--- config.mk ---
export PLATFORM = sky130hd
export DESIGN_NAME = multi_class_two_priority_queue_core
export DESIGN_NICKNAME = d
export VERILOG_FILES = /design/src/rtl/mcq_pkg.sv /design/src/rtl/mcq_ram.sv /design/src/rtl/mcq_ctrl.sv /design/src/rtl/mcq_datapath.sv /design/src/rtl/multi_class_two_priority_queue_core.sv
export SDC_FILE = /design/constraint.sdc
export NUM_CORES = 2
export LEC_CHECK = 0
export CAP_MARGIN = 20
export CORE_UTILIZATION = 35
export DETAILED_ROUTE_END_ITERATION = 12
export DONT_BUFFER_PORTS = 1
export RECOVER_POWER = 25
export SLEW_MARGIN = 20
export SYNTH_ARGS = -nofsm -noshare
export SYNTH_HDL_FRONTEND = slang
export SYNTH_SLANG_ARGS = --single-unit
--- constraint.sdc ---
create_clock -name clock -period 7.2 [get_ports clock]
set_clock_uncertainty 0.2 [all_clocks]
set_input_delay 1.08 -clock clock [delete_from_list [all_inputs] [get_ports clock]]
set_output_delay 1.08 -clock clock [all_outputs]
set_load 0.005 [all_outputs]
--- src/rtl/mcq_pkg.sv ---
// Shared types and constants for the multi-class two-priority queue.
// Used by mcq_ctrl, mcq_datapath and multi_class_two_priority_queue_core.
package mcq_pkg;

   // Default configuration of the core.
   localparam int NUM_CLASSES_DEF = 16;
   localparam int QUEUE_DEPTH_DEF = 8;
   localparam int TAG_BITS_DEF    = 16;

   // Fixed widths of the port fields.
   localparam int CLASS_W = 4;
   localparam int TAG_W   = 16;
   localparam int OCC_W   = 4;
   localparam int STAT_W  = 2;

   // Request operation codes.
   localparam logic FUNC_INSERT = 1'b0;
   localparam logic FUNC_SERVE  = 1'b1;

   // Result status codes.
   localparam logic [STAT_W-1:0] ST_INSERTED = 2'd0;
   localparam logic [STAT_W-1:0] ST_FULL     = 2'd1;
   localparam logic [STAT_W-1:0] ST_SERVED   = 2'd2;
   localparam logic [STAT_W-1:0] ST_EMPTY    = 2'd3;

   // Commands from the controller to the datapath.
   typedef struct packed {
      logic load;     // capture the accepted request
      logic exec;     // decide, update the queue and fill the result
      logic capture;  // take the tag read from the entry store
   } cmd_type;

   // Status from the datapath to the controller.
   typedef struct packed {
      logic read_pending;  // the current request pops an entry
   } sts_type;

endpackage

--- src/rtl/mcq_ram.sv ---
// Generic single-port RAM with registered read data.
// No dependencies.
module mcq_ram #(
   parameter int WIDTH = 16,
   parameter int DEPTH = 128,
   localparam int ADDR_W = (DEPTH > 1) ? $clog2(DEPTH) : 1
) (
   input  logic              clock,
   input  logic              we,
   input  logic [ADDR_W-1:0] addr,
   input  logic [WIDTH-1:0]  wdata,
   output logic [WIDTH-1:0]  rdata
);

   logic [WIDTH-1:0] mem_ff [DEPTH];
   logic [WIDTH-1:0] rdata_ff;

   always_ff @(posedge clock) begin
      if (we) begin
         mem_ff[addr] <= wdata;
      end
      rdata_ff <= mem_ff[addr];
   end

   assign rdata = rdata_ff;

endmodule

--- src/rtl/mcq_ctrl.sv ---
// Sequencing controller of the queue core: accept, execute, read, respond.
// Depends on mcq_pkg for the command and status structs.
module mcq_ctrl (
   input  logic             clock,
   input  logic             reset,
   input  logic             req_valid,
   output logic             req_ready,
   output logic             rsp_valid,
   input  logic             rsp_ready,
   input  mcq_pkg::sts_type sts,
   output mcq_pkg::cmd_type cmd
);

   localparam logic [1:0] S_IDLE = 2'd0;
   localparam logic [1:0] S_EXEC = 2'd1;
   localparam logic [1:0] S_READ = 2'd2;
   localparam logic [1:0] S_OUT  = 2'd3;

   logic [1:0] state_ff;
   logic [1:0] state_in;

   always_comb begin
      state_in = state_ff;
      case (state_ff)
         S_IDLE: begin
            if (req_valid) begin
               state_in = S_EXEC;
            end
         end
         S_EXEC: begin
            state_in = sts.read_pending ? S_READ : S_OUT;
         end
         S_READ: begin
            state_in = S_OUT;
         end
         S_OUT: begin
            if (rsp_ready) begin
               state_in = S_IDLE;
            end
         end
         default: begin
            state_in = S_IDLE;
         end
      endcase
   end

   always_ff @(posedge clock) begin
      if (reset) begin
         state_ff <= S_IDLE;
      end else begin
         state_ff <= state_in;
      end
   end

   assign req_ready   = (state_ff == S_IDLE);
   assign rsp_valid   = (state_ff == S_OUT);
   assign cmd.load    = (state_ff == S_IDLE) && req_valid;
   assign cmd.exec    = (state_ff == S_EXEC);
   assign cmd.capture = (state_ff == S_READ);

endmodule

--- src/rtl/mcq_datapath.sv ---
// Datapath of the queue core: per-class counts and head pointers, the shared
// entry store and the result registers. Depends on mcq_pkg and mcq_ram.
module mcq_datapath #(
   parameter int NUM_CLASSES = mcq_pkg::NUM_CLASSES_DEF,
   parameter int QUEUE_DEPTH = mcq_pkg::QUEUE_DEPTH_DEF,
   parameter int TAG_BITS    = mcq_pkg::TAG_BITS_DEF
) (
   input  logic                          clock,
   input  logic                          reset,
   input  mcq_pkg::cmd_type              cmd,
   output mcq_pkg::sts_type              sts,
   input  logic                          req_func,
   input  logic [mcq_pkg::CLASS_W-1:0]   req_class_index,
   input  logic [mcq_pkg::TAG_W-1:0]     req_item_tag,
   input  logic                          req_urgent,
   output logic [mcq_pkg::STAT_W-1:0]    rsp_status,
   output logic [mcq_pkg::TAG_W-1:0]     rsp_served_tag,
   output logic [mcq_pkg::OCC_W-1:0]     rsp_occupancy
);

   localparam int CLS_W    = (NUM_CLASSES > 1) ? $clog2(NUM_CLASSES) : 1;
   localparam int SLOT_W   = (QUEUE_DEPTH > 1) ? $clog2(QUEUE_DEPTH) : 1;
   localparam int CNT_W    = $clog2(QUEUE_DEPTH + 1);
   localparam int ENTRIES  = NUM_CLASSES * QUEUE_DEPTH;
   localparam int ADDR_W   = (ENTRIES > 1) ? $clog2(ENTRIES) : 1;
   localparam int STORE_W  = (TAG_BITS < mcq_pkg::TAG_W) ? TAG_BITS : mcq_pkg::TAG_W;
   localparam int WIDE_W   = CLS_W + mcq_pkg::CLASS_W;

   // Captured request.
   logic                        func_ff;
   logic [mcq_pkg::CLASS_W-1:0] class_ff;
   logic [mcq_pkg::TAG_W-1:0]   tag_ff;
   logic                        urgent_ff;

   // Each queue is a ring in its own slice of the entry store.
   logic [CNT_W-1:0]  count_ff [NUM_CLASSES];
   logic [SLOT_W-1:0] head_ff  [NUM_CLASSES];

   logic [mcq_pkg::STAT_W-1:0] status_ff;
   logic [mcq_pkg::TAG_W-1:0]  served_ff;
   logic [mcq_pkg::OCC_W-1:0]  occ_ff;

   logic [WIDE_W-1:0]          cls_wide;
   logic [CLS_W-1:0]           cls_sel;
   logic                       cls_ok;
   logic [CNT_W-1:0]           cur_cnt;
   logic [SLOT_W-1:0]          cur_head;
   logic                       is_full;
   logic                       is_empty;
   logic [SLOT_W-1:0]          head_dec;
   logic [SLOT_W-1:0]          head_inc;
   logic [SLOT_W:0]            tail_sum;
   logic [SLOT_W-1:0]          tail_slot;
   logic [SLOT_W-1:0]          ins_slot;
   logic [SLOT_W-1:0]          acc_slot;
   logic                       do_insert;
   logic                       do_pop;
   logic [CNT_W-1:0]           new_cnt;
   logic [mcq_pkg::STAT_W-1:0] new_status;
   logic [ADDR_W-1:0]          ram_addr;
   logic [STORE_W-1:0]         ram_rdata;

   assign cls_wide = {{CLS_W{1'b0}}, class_ff};
   assign cls_sel  = cls_wide[CLS_W-1:0];
   assign cls_ok   = cls_wide < WIDE_W'(NUM_CLASSES);
   assign cur_cnt  = count_ff[cls_sel];
   assign cur_head = head_ff[cls_sel];
   assign is_full  = (cur_cnt == CNT_W'(QUEUE_DEPTH));
   assign is_empty = (cur_cnt == '0);

   assign head_dec  = (cur_head == '0) ? SLOT_W'(QUEUE_DEPTH - 1) : cur_head - 1'b1;
   assign head_inc  = (cur_head == SLOT_W'(QUEUE_DEPTH - 1)) ? '0 : cur_head + 1'b1;
   assign tail_sum  = {1'b0, cur_head} + (SLOT_W + 1)'(cur_cnt);
   assign tail_slot = (tail_sum >= (SLOT_W + 1)'(QUEUE_DEPTH)) ?
                      SLOT_W'(tail_sum - (SLOT_W + 1)'(QUEUE_DEPTH)) : tail_sum[SLOT_W-1:0];
   assign ins_slot  = urgent_ff ? head_dec : tail_slot;

   assign do_insert = cmd.exec && cls_ok && (func_ff == mcq_pkg::FUNC_INSERT) && !is_full;
   assign do_pop    = cmd.exec && cls_ok && (func_ff == mcq_pkg::FUNC_SERVE) && !is_empty;
   assign sts.read_pending = cls_ok && (func_ff == mcq_pkg::FUNC_SERVE) && !is_empty;

   // A pop reads the head slot; an insert writes the new slot.
   assign acc_slot = do_insert ? ins_slot : cur_head;
   assign ram_addr = ADDR_W'(cls_sel) * ADDR_W'(QUEUE_DEPTH) + ADDR_W'(acc_slot);

   always_comb begin
      new_cnt = cur_cnt;
      if (do_insert) begin
         new_cnt = cur_cnt + 1'b1;
      end else if (do_pop) begin
         new_cnt = cur_cnt - 1'b1;
      end
   end

   always_comb begin
      if (!cls_ok) begin
         new_status = (func_ff == mcq_pkg::FUNC_SERVE) ? mcq_pkg::ST_EMPTY : mcq_pkg::ST_FULL;
      end else if (func_ff == mcq_pkg::FUNC_INSERT) begin
         new_status = is_full ? mcq_pkg::ST_FULL : mcq_pkg::ST_INSERTED;
      end else begin
         new_status = is_empty ? mcq_pkg::ST_EMPTY : mcq_pkg::ST_SERVED;
      end
   end

   mcq_ram #(
      .WIDTH (STORE_W),
      .DEPTH (ENTRIES)
   ) u_entry_store (
      .clock (clock),
      .we    (do_insert),
      .addr  (ram_addr),
      .wdata (tag_ff[STORE_W-1:0]),
      .rdata (ram_rdata)
   );

   always_ff @(posedge clock) begin
      if (cmd.load) begin
         func_ff   <= req_func;
         class_ff  <= req_class_index;
         tag_ff    <= req_item_tag;
         urgent_ff <= req_urgent;
      end
      if (cmd.exec) begin
         status_ff <= new_status;
         served_ff <= '0;
         occ_ff    <= cls_ok ? mcq_pkg::OCC_W'(new_cnt) : '0;
      end
      if (cmd.capture) begin
         served_ff <= mcq_pkg::TAG_W'(ram_rdata);
      end
   end

   always_ff @(posedge clock) begin
      if (reset) begin
         for (int i = 0; i < NUM_CLASSES; i++) begin
            count_ff[i] <= '0;
            head_ff[i]  <= '0;
         end
      end else begin
         if (do_insert || do_pop) begin
            count_ff[cls_sel] <= new_cnt;
         end
         if (do_insert && urgent_ff) begin
            head_ff[cls_sel] <= head_dec;
         end else if (do_pop) begin
            head_ff[cls_sel] <= head_inc;
         end
      end
   end

   assign rsp_status     = status_ff;
   assign rsp_served_tag = served_ff;
   assign rsp_occupancy  = occ_ff;

endmodule

--- src/rtl/multi_class_two_priority_queue_core.sv ---
// Each request is accepted only when the core is idle. An insert, a refusal or an
// empty serve goes through the execute state to its result; a serve of a non-empty
// queue also goes through a read state, for the registered read of the single-port
// entry store. The core is ready again in the cycle after the result is taken.
// Each class queue is a ring with its own head pointer and count, so head
// insertion and removal move no entries. Counts clear at reset.
// Depends on mcq_pkg, mcq_ctrl, mcq_datapath and mcq_ram.
module multi_class_two_priority_queue_core #(
   parameter int NUM_CLASSES = mcq_pkg::NUM_CLASSES_DEF,
   parameter int QUEUE_DEPTH = mcq_pkg::QUEUE_DEPTH_DEF,
   parameter int TAG_BITS    = mcq_pkg::TAG_BITS_DEF
) (
   input  logic                        clock,
   input  logic                        reset,
   input  logic                        req_valid,
   output logic                        req_ready,
   input  logic                        req_func,
   input  logic [mcq_pkg::CLASS_W-1:0] req_class_index,
   input  logic [mcq_pkg::TAG_W-1:0]   req_item_tag,
   input  logic                        req_urgent,
   output logic                        rsp_valid,
   input  logic                        rsp_ready,
   output logic [mcq_pkg::STAT_W-1:0]  rsp_status,
   output logic [mcq_pkg::TAG_W-1:0]   rsp_served_tag,
   output logic [mcq_pkg::OCC_W-1:0]   rsp_occupancy
);

   mcq_pkg::cmd_type cmd;
   mcq_pkg::sts_type sts;

   mcq_ctrl u_ctrl (
      .clock     (clock),
      .reset     (reset),
      .req_valid (req_valid),
      .req_ready (req_ready),
      .rsp_valid (rsp_valid),
      .rsp_ready (rsp_ready),
      .sts       (sts),
      .cmd       (cmd)
   );

   mcq_datapath #(
      .NUM_CLASSES (NUM_CLASSES),
      .QUEUE_DEPTH (QUEUE_DEPTH),
      .TAG_BITS    (TAG_BITS)
   ) u_datapath (
      .clock           (clock),
      .reset           (reset),
      .cmd             (cmd),
      .sts             (sts),
      .req_func        (req_func),
      .req_class_index (req_class_index),
      .req_item_tag    (req_item_tag),
      .req_urgent      (req_urgent),
      .rsp_status      (rsp_status),
      .rsp_served_tag  (rsp_served_tag),
      .rsp_occupancy   (rsp_occupancy)
   );

   // Only one item is in flight at a time.
   a_one_in_flight: assert property (@(posedge clock) disable iff (reset)
      !(req_ready && rsp_valid))
      else $error("request accepted while a result is pending");

   a_ready_drops: assert property (@(posedge clock) disable iff (reset)
      (req_valid && req_ready) |=> !req_ready)
      else $error("core still ready after accepting an item");

   a_tag_only_served: assert property (@(posedge clock) disable iff (reset)
      (rsp_valid && rsp_status != mcq_pkg::ST_SERVED) |-> (rsp_served_tag == '0))
      else $error("tag reported on a result that served nothing");

   a_empty_occ: assert property (@(posedge clock) disable iff (reset)
      (rsp_valid && rsp_status == mcq_pkg::ST_EMPTY) |-> (rsp_occupancy == '0))
      else $error("empty result with non-zero occupancy");

endmodule
==> results.ini <==
[floorplan]
num_rows=184
io_pins=50
die_w_um=506
die-area_um2=256000
die_h_um=506
coreArea_um2=252000
start_util=0.353

[drt]
vias=55259
drt_iter0_drc=7857
wire_per_inst_um=25.9
via_per_inst=5.54
wl_um=258000
drc=14
antenna_left=0
drt_pass1_iterations=10

[power_and_ir_drop]
p_leak_nw=33.9
internal_power_w=0.0263
p_clk_frac=0.249
p_sw_w=0.0177
totalPowerFinal_w=0.0439
max-vdd-ir-drop_uv=652
comb_power_share=0.398
power_density_nw_per_um2=437
seqPwrFrac=0.353
swShare=0.402

[worst_setup_path]
crit_path_end_kind=flip-flop
critPathArrivalTime_ns=6.35
critPathTopFamily=buffers and inverters
crit_type=reg2reg
cp_cell_sequence=clkdlybuf4s25_1
required_ns=6.65
cp-start-kind=flip-flop
critPathMaxFanout=128
critPathMaxStageDelay_ns=4.82
crit_buf_inv=1
cpMaxStageDelayCell=clkdlybuf4s25_1

[synth]
async_flop_share=0
ys_seq_area_frac=0.750
syn_area_um2=88800
yosys_warnings=0
synth_top_area_share=0.745
synth_edf_count=2204
synth_seq_cells=2226
syn-instance-count=6323
syn-mean-instance-area_um2=14.0
synth_nets=6360
synth_cell_types=64
synth-main-ff-cell=edfxtp_1
yosys.area.top_type=edfxtp_1
synth.area.top_cells=edfxtp_1, nand2_1, mux2i_1, nand3_1, a21oi_1

[final_layout]
drive_above_1_share=0.100
final_cell_mix=edfxtp_1, nand2_1, nand3_1
multi_input_area_um2=20200
utilization=0.400
regArea_um2=66600
final_common_cell=edfxtp_1
nFillCells=23121
final_nets=6477
finalInstanceArea_um2=101000
area_growth_syn_to_layout_pct=13.4

[clocking]
clockBufferDepth=3
cts-htree-levels=4
hold_buffers=0
clk_pin_slew_ns=0.06
cts-root-buf=clkbuf_16
numCtsBuffers=223
clkSinkCount=2226
cts_tree=yes
post_cts_resized=0
clk_latency_ns=0.87
cts_setup_buffers=0

[timing]
max_clock_freq_mhz=145
post-route-period-util=0.958
setup_viol_count_final=0
relSlewSlack=-3.71
finalSetupTns_ns=0
final_hold_viol_count=0
worst_slew_pin_slew_ns=7.06
holdWs_ns=0.0714
grt_setup_unrepaired=false
slew_violations=1240
min_period_ns=6.90

[grt]
track_usage=0.198
grt_max_degree=129
antenna_found_initial=16
grt.overflow.total=0
grt_first_pass_wirelength_um=372000
grt_pass1_vias=52192

[min_path]
hp-class=in2reg

[place]
hpwlAfterDp_um=152000
placed_cell_area_um2=93900
place.gp.congestion=0.887
port_buffers=0

[outcome]
status=finished with violations
violations=DRC, capacitance limit, slew limit

[run]
cap_viol_max_count=16

[power by group through the flow]
stage	combinational, W	sequential (W)	clock, W
floorplan	0.0104	0.0159	0
global placement	0.0172	0.0156	0
detailed placement	0.0173	0.0157	0
CTS	0.0173	0.0154	0.0111
global route	0.0185	0.0155	0.0116
finish	0.0175	0.0155	0.0110
[path summary, 6_finish.rpt]
| path | start | endpoint | slack (ns) | cells after the start |
|---|---|---|---|---|
| min reg2reg | u_ctrl.state_ff[0]$_SDFFE_PP0P_ | u_ctrl.state_ff[0]$_SDFFE_PP0P_ | 0.34 | 2 |
| max reg2reg | u_datapath.tag_ff[3]$_DFFE_PP_ | u_datapath.u_entry_store.mem_ff[27][3]$_DFFE_PP_ | 0.30 | 1 |
| min | reset | u_ctrl.state_ff[0]$_SDFFE_PP0P_ | 0.07 | 1 |
| max | u_datapath.tag_ff[3]$_DFFE_PP_ | u_datapath.u_entry_store.mem_ff[27][3]$_DFFE_PP_ | 0.30 | 1 |
[layout make-up]
class,instances,share of cell area
repair buffers,318,0.0278
multi-input cells,3655,0.200
clock buffers,289,0.0584
clock inverters,115,0.00921
inverters,16,0.000597
flip-flops and latches,2226,0.662
well taps,3348,0.0416
diodes,1,0.0000249
[cells in the mapped netlist, drive strengths merged, types with 18 or more instances]
master	count
nor2	225
mux4	26
dfxtp	22
o2111ai	18
nand3	327
clkbuf	194
o21ai	71
mux2i	218
nor3	62
and2	55
nand4	36
nand2b	23
buf	232
a32oi	93
a221o	31
and3	166
a211oi	76
a31oi	117
nand2	1557
a311oi	50
a21oi	240
edfxtp	2204
o21bai	47
a221oi	47
[sequential cells by signal, summed over array words and instances, names as in the netlist, named ones only]
register / flops
u_datapath.rsp_occupancy: 4
u_datapath.urgent_ff: 1
u_ctrl.state_ff: 2
u_datapath.tag_ff: 16
u_datapath.u_entry_store.mem_ff: 2048
u_datapath.head_ff: 48
u_datapath.rsp_status: 2
u_datapath.func_ff: 1
u_datapath.class_ff: 4
u_datapath.u_entry_store.rdata: 16
u_datapath.count_ff: 64
u_datapath.rsp_served_tag: 16
[per-stage QoR]
stage | std cells | worst slack (ns)
2_1_floorplan | 6323 | 1.37
3_3_place_gp | 9562 | 0.597
3_5_place_dp | 9562 | 0.620
4_1_cts | 9966 | 0.578
5_1_grt | 9968 | 0.132
6_report | 9968 | 0.299
[cell families (layout without fill, tap and decap cells)]
kind of cell | count (synthesis) | count (layout) | share of synthesized area
buf+inv | 442 | 738 | 0.0233
other cells | 0 | 1 | 0
xor+xnor | 6 | 6 | 0.000592
compound gates | 887 | 887 | 0.0709
fa+ha+maj | 11 | 11 | 0.00163
simple gates | 2502 | 2502 | 0.121
flops | 2226 | 2226 | 0.750
mux | 249 | 249 | 0.0318
[layer usage]
| metal | part of all wire | vias up | global-route usage |
|---|---|---|---|
| met5 | 0.00016 | - | 0 |
| met4 | 0.033 | 6 | 0.0656 |
| met3 | 0.099 | 428 | 0.0368 |
| met2 | 0.45 | 2866 | 0.301 |
| met1 | 0.42 | 27949 | 0.283 |
| li1 | - | 24010 | - |
Note: power is estimated with default switching activity, not from simulation.
